--- config.mk ---
export PLATFORM = sky130hd
export DESIGN_NAME = ost_cell
export DESIGN_NICKNAME = d
export VERILOG_FILES = /design/src/sv/ost_pkg.sv /design/src/sv/ost_cell.sv
export SDC_FILE = /design/constraint.sdc
export NUM_CORES = 1
export LEC_CHECK = 0
export BUFFER_PORTS_ARGS = -buffer_cell sky130_fd_sc_hd__buf_2
export CAP_MARGIN = 20
export CORE_MARGIN = 4
export CORE_UTILIZATION = 40
export DETAILED_ROUTE_END_ITERATION = 10
export PLACE_DENSITY = 0.84
export SYNTH_ARGS = -nofsm -noshare
export SYNTH_HDL_FRONTEND = slang
export SYNTH_SLANG_ARGS = --single-unit
--- constraint.sdc ---
create_clock -name clk -period 2.4 [get_ports clk]
set_clock_uncertainty 0.2 [all_clocks]
set_input_delay 0.12 -clock clk [delete_from_list [all_inputs] [get_ports clk]]
set_output_delay 0.12 -clock clk [all_outputs]
set_load 0.03 [all_outputs]
--- src/sv/ost_pkg.sv ---
// ordered set table package: transfer payload structs, operation and status codes,
// and the control bundle that the top level broadcasts to every cell
// no dependencies
package ost_pkg;

    // operation codes
    localparam logic [1:0] OP_INSERT = 2'd0;
    localparam logic [1:0] OP_REMOVE = 2'd1;
    localparam logic [1:0] OP_MARK   = 2'd2;
    localparam logic [1:0] OP_FINISH = 2'd3;

    // status codes
    localparam logic [1:0] STATUS_OK   = 2'd0;
    localparam logic [1:0] STATUS_MISS = 2'd1;
    localparam logic [1:0] STATUS_FULL = 2'd2;

    localparam int COUNT_BITS = 7;

    typedef logic [COUNT_BITS-1:0] count_t;

    typedef struct packed {
        logic [1:0]         operation;
        logic signed [31:0] value;
    } req_item_t;

    typedef struct packed {
        logic [1:0] status;
        count_t     count;
    } rsp_item_t;

    // broadcast to all cells
    typedef struct packed {
        logic       cmp;        // capture key compare into match flag
        logic       act;        // apply the operation this cycle
        logic [1:0] op;
        logic       any_match;  // some cell holds the key
    } cell_ctrl_t;

endpackage

--- src/sv/ost_cell.sv ---
// one slot of the ordered set table: entry value, occupancy, keep mark, match flag
// depends on ost_pkg; instantiated in a row by ordered_set_table
module ost_cell #(
    parameter int VALUE_BITS = 32
) (
    input  logic                   clk,
    input  logic                   rst_n,
    input  ost_pkg::cell_ctrl_t    ctrl,
    input  logic [VALUE_BITS-1:0]  key,
    input  logic                   left_valid,
    input  logic                   right_valid,
    input  logic [VALUE_BITS-1:0]  right_value,
    input  logic                   right_mark,
    output logic [VALUE_BITS-1:0]  value,
    output logic                   valid,
    output logic                   mark,
    output logic                   match
);
    import ost_pkg::*;

    logic [VALUE_BITS-1:0] value_reg, value_next;
    logic                  valid_reg, valid_next;
    logic                  mark_reg, mark_next;
    logic                  match_reg, match_next;

    // operation or one compaction step toward the head of the row
    always_comb
    begin
        value_next = value_reg;
        valid_next = valid_reg;
        mark_next  = mark_reg;
        match_next = match_reg;
        if (ctrl.cmp)
        begin
            match_next = valid_reg && (value_reg == key);
        end
        if (ctrl.act)
        begin
            unique case (ctrl.op)
                OP_INSERT:
                begin
                    // first free slot takes a new key
                    if (!ctrl.any_match && !valid_reg && left_valid)
                    begin
                        value_next = key;
                        valid_next = 1'b1;
                        mark_next  = 1'b0;
                    end
                end
                OP_REMOVE:
                begin
                    if (match_reg)
                    begin
                        valid_next = 1'b0;
                        mark_next  = 1'b0;
                    end
                end
                OP_MARK:
                begin
                    if (match_reg)
                    begin
                        mark_next = 1'b1;
                    end
                end
                OP_FINISH:
                begin
                    if (!mark_reg)
                    begin
                        valid_next = 1'b0;
                    end
                    mark_next = 1'b0;
                end
                default:
                begin
                    valid_next = valid_reg;
                end
            endcase
        end
        else if (!valid_reg)
        begin
            // empty slot pulls its right neighbor
            value_next = right_value;
            valid_next = right_valid;
            mark_next  = right_mark;
        end
        else if (!left_valid)
        begin
            // content moved into the empty left neighbor
            valid_next = 1'b0;
            mark_next  = 1'b0;
        end
    end

    // control flags
    always_ff @(posedge clk or negedge rst_n)
    begin
        if (!rst_n)
        begin
            valid_reg <= 1'b0;
            mark_reg  <= 1'b0;
            match_reg <= 1'b0;
        end
        else
        begin
            valid_reg <= valid_next;
            mark_reg  <= mark_next;
            match_reg <= match_next;
        end
    end

    // entry payload
    always_ff @(posedge clk)
    begin
        value_reg <= value_next;
    end

    assign value = value_reg;
    assign valid = valid_reg;
    assign mark  = mark_reg;
    assign match = match_reg;

endmodule

; Word level (Yosys, flattened, before mapping)
; Cells that the tools add are included.
[totals]
regBits = 35
input_bits = 74
out_inout_bits = 35
word_cells = 43
[op_classes]
n_eq_ne = 13
mux = 17
reduce_logical = 9
[ops]
columns = cell, n
row1 = 32-bit 2-to-1 mux, 4
row2 = 32-bit equality test, 1
row3 = "3-bit inequality test, second input constant", 5
row4 = 1-bit 2-to-1 mux, 11
row5 = 4-bit AND reduction, 2
row6 = "2-bit equality test, second input constant", 2
row7 = "2-bit by 1-bit inequality test with 1-bit output, second input constant", 2
row8 = "4-bit by 1-bit inequality test with 1-bit output, second input constant", 1
row9 = 1-bit case mux with 4 select lines, 1
row10 = 1-bit logical AND, 3
row11 = 1-bit case mux with 3 select lines, 1
row12 = 3-bit AND reduction, 1
row13 = "2-bit by 1-bit equality test with 1-bit output, second input constant", 1
row14 = 1-bit logical NOT, 2
row15 = 2-bit logical NOT, 1
row16 = "2-bit inequality test, second input constant", 1

; Longest topological paths before layout
[depth]
depth_word = 6
depth_mapped = 5
ltp_nobuf = 5

; Worst setup path after synthesis
; Ideal clock, no wire load.
[synth_path]
path_kind = register -> register
from = register valid_reg, in the netlist valid
to = register value_reg[0], in the netlist value[0], enable pin
setup_time_ns = 0.422
arrival_time_ns = 2.085
required_time_ns = 1.778
setup_slack_ns = -0.306
stages_incl_launch_ff = 3
period_less_slack_ns = 2.706
path_cell_list = dfrtp_1 > clkbuf_1 > nor2_1
[synth_between]
elab_chain_len = 5
[synth_rtl]
columns = item, line
row1 = start: declaration, ost_cell.sv:22  ; logic valid_reg, valid_next;
row2 = start signal: assignment, ost_cell.sv:105  ; valid_reg <= valid_next;
row3 = 1-bit logical NOT, -
row4 = 1-bit logical AND (2 in series), ost_cell.sv:43  ; if (!ctrl.any_match && !valid_reg && left_valid)
row5 = 2-bit by 1-bit inequality test with 1-bit output (no source line), -
row6 = 3-bit AND reduction (no source line) (*), -
row7 = end signal: assignment, ost_cell.sv:114  ; value_reg <= value_next;
row8 = end: declaration, ost_cell.sv:21  ; logic [VALUE_BITS-1:0] value_reg, value_next;
; Every way passes the cells marked *; elsewhere a longest branch is shown, timed or not.
; A chain may end at the register's enable or synchronous reset.

; Worst setup path after layout
[layout_path]
from = input port ctrl[3] in the netlist's numbering
to = register value_reg[4], in the netlist value[4], data pin
[layout_between]
elab_chain_len = 1
[layout_rtl]
columns = item, line
row1 = start: declaration, ost_cell.sv:8  ; input ost_pkg::cell_ctrl_t ctrl,
row2 = 32-bit 2-to-1 mux, ost_cell.sv:37  ; if (ctrl.act)
row3 = net value_next[4], ost_cell.sv:21
; The timed path passes the listed nets, and every way through them passes these cells.

==> impl_metrics.json <==
{
  "status": "finished, final reports clean",
  "cts_buffers": 5,
  "ys_warn_count": 0,
  "antenna_cells": 0,
  "clkTransAtPathRegs_ns": 0.07,
  "largest_reg_flops": 32,
  "ys_ff_latch": 35,
  "syn_nets": 212,
  "cts_root_buf": "clkbuf_8",
  "syn_avg_cell_area_sq_um": 13.9,
  "h-tree-depth": 2,
  "hold_viol": 0,
  "drtIter0Drc": 78,
  "dieHeight_um": 77.3,
  "ant_nets": 0,
  "area_delta_synth_final_pct": 73.1,
  "tritoncts": "built",
  "p_leak_nw": 1.41,
  "yosys.cell_count.top_type": "edfxtp_1",
  "path_delay_family": "buffers and inverters",
  "yosysUniqueCellTypes": 26,
  "io_pins": 109,
  "nNetsFinal": 395,
  "drive_above_1_share_pct": 46.6,
  "drv_cap": 0,
  "rsz0062_at_grt": "false",
  "grt_max_degree": 34,
  "cp.arrival_ns": 1.90,
  "ys_seq_area_share_pct": 54.0,
  "power.density_nw_per_um2": 522,
  "yosysTopAreaCellShare_pct": 50.1,
  "syn_inst": 138,
  "min_period_over_period_pct": 86.2,
  "routedWlPerCell_um": 16.7,
  "dr_wl_met2_mm": 3.42,
  "syn-cell-area_sq_um": 1920,
  "relSlewSlack_pct": 51.4,
  "synth_top_area_cell": "edfxtp_1",
  "fin_util_pct": 73.8,
  "synthTopCellsByCount": "edfxtp_1, mux2_2, xor2_1",
  "row_count": 24,
  "grt_pass1_wl_mm": 9.94,
  "report.final.slew_viol_count": 0,
  "startpoint_type": "primary input",
  "slowest_stage": "buf_2",
  "port_buffers": 108,
  "final_period_minus_worst_setup_slack_ns": 2.07,
  "path_class": "in -> reg",
  "synth_edf_count": 32,
  "clk_latency_ns": 0.28,
  "final.setup.tns_ns": 0,
  "met3_length_um": 360,
  "final-setup-viol-count": 0,
  "dp_hpwl_mm": 3.70,
  "coreArea_sq_um": 4500,
  "drtPass1Iterations": 4,
  "grtUsageTotal_pct": 21.4,
  "peakVddDrop_v": 0.000331,
  "top_layer_used": "met4",
  "ys.flop_type": "edfxtp_1",
  "viasPerCell": 4.86,
  "hold_class": "in -> reg",
  "die_area_sq_um": 5970,
  "antenna_found_initial": 0,
  "synth_area_leaders": "edfxtp_1, mux2_2, xor2_1",
  "cp_data_required_time_ns": 2.23,
  "grt_pass1_vias": 2037,
  "r2r_slack_ns": 0.38,
  "critPathMaxFanout": 33,
  "start_util_pct": 42.6,
  "grt_overflow": 0,
  "remaining_drc_errors": 0,
  "m1WireLength_mm": 2.32,
  "drt-total-wl_mm": 6.25,
  "fmax_ghz": 0.483,
  "via_count": 1819,
  "cts.sinks": 35,
  "cp-end-kind": "flop",
  "critical_path.max_stage_delay_ns": 0.56,
  "synthArstFlopShare_pct": 8.57,
  "fp.dieW_um": 77.3,
  "place.gp.congestion": 0.752,
  "holdWs_ns": 0.0441,
  "tightest_slew_ns": 0.729,
  "crit_buf_inv": 3,
  "cts_buffer_depth": 2,
  "worstPathCellList": "buf_2, buf_4, mux2_2, dlygate4sd3_1"
}
[per-layer routing]
layer	up-vias	global-route usage, %
met5	-	0
met4	0	9.25
met3	14	5.27
met2	78	40.6
met1	851	22.1
li1	876	-
[worst paths after layout]
check,start,depth (start not counted),endpoint
max,ctrl[3],4,value[4]
min reg2reg,mark,1,mark
min,key[16],4,match
max in group asynchronous,rst_n,3,match
min in group asynchronous,rst_n,3,valid
max reg2reg,value[18],5,match
[timing repair]
item | 4_1_cts | 5_1_grt
endpoints found under the hold margin | 38 | 0
setup buffers | 0 | 0
hold buffers | 70 | 0
resized for setup | 0 | 0
[metrics by stage]
step | setup WS, ns | power, mW | std cells | area [sq um]
5_1_grt | 0.292 | 1.82 | 374 | 3320
2_1_floorplan | 0.217 | 1.04 | 138 | 1920
3_3_place_gp | 0.415 | 1.19 | 296 | 2530
6_report | 0.330 | 1.73 | 374 | 3320
3_5_place_dp | 0.383 | 1.20 | 296 | 2530
4_1_cts | 0.363 | 1.74 | 374 | 3320
[power by group]
| group | internal (mW) | switching (mW) | leakage (nW) |
|---|---|---|---|
| Sequential | 0.738 | 0.0409 | 0.343 |
| Clock | 0.202 | 0.221 | 0.0402 |
| Combinational | 0.262 | 0.270 | 1.03 |
| Total | 1.20 | 0.532 | 1.41 |
[kinds of logic (layout without fill, tap and decap cells)]
group           after synthesis  in the layout  share of synthesized area, %
flops                        35             35                          54.0
mux                          34             34                          19.9
xor+xnor                     32             32                          14.6
simple gates                 20             20                          6.65
compound gates               11             11                          3.59
buf+inv                       6            190                          1.30
[placed cells by master, fill, tap and decap left out]
master,n
nand3_1,1
mux2_2,27
buf_4,3
nand4_1,3
mux2_1,6
dlygate4sd3_1,70
nor2_1,2
o21a_1,1
dfrtp_1,3
o21ai_1,1
nand2_1,5
nand4_4,1
edfxtp_1,32
o22ai_2,1
xor2_1,20
a21boi_0,1
nand3b_1,1
inv_1,1
nor2_4,1
nor4_2,1
clkinvlp_4,2
clkbuf_8,5
buf_2,108
or4_1,1
nor4_1,4
a31oi_1,1
o21ai_0,3
a21oi_1,3
mux2i_1,1
clkinv_2,1
xnor2_1,12
[worst min-delay path, delay by kind of cell]
kind,cells,cell delay [ns]
buffers and inverters,1,0.10
AOI/OAI and AO/OA,1,0.09
xor gates and xnor gates,1,0.07
and+or+nand+nor,1,0.11
[final cells by class]
type                       count  area (sq um)
timing repair buffer         181          1260
inverter                       1          3.75
clock buffer                   5          68.8
fill                         305          1180
sequential                    35          1040
clock inverter                 3          20.0
multi-input combinational     97           866
tap                           52          65.1
(Power assumes the default switching activity.)
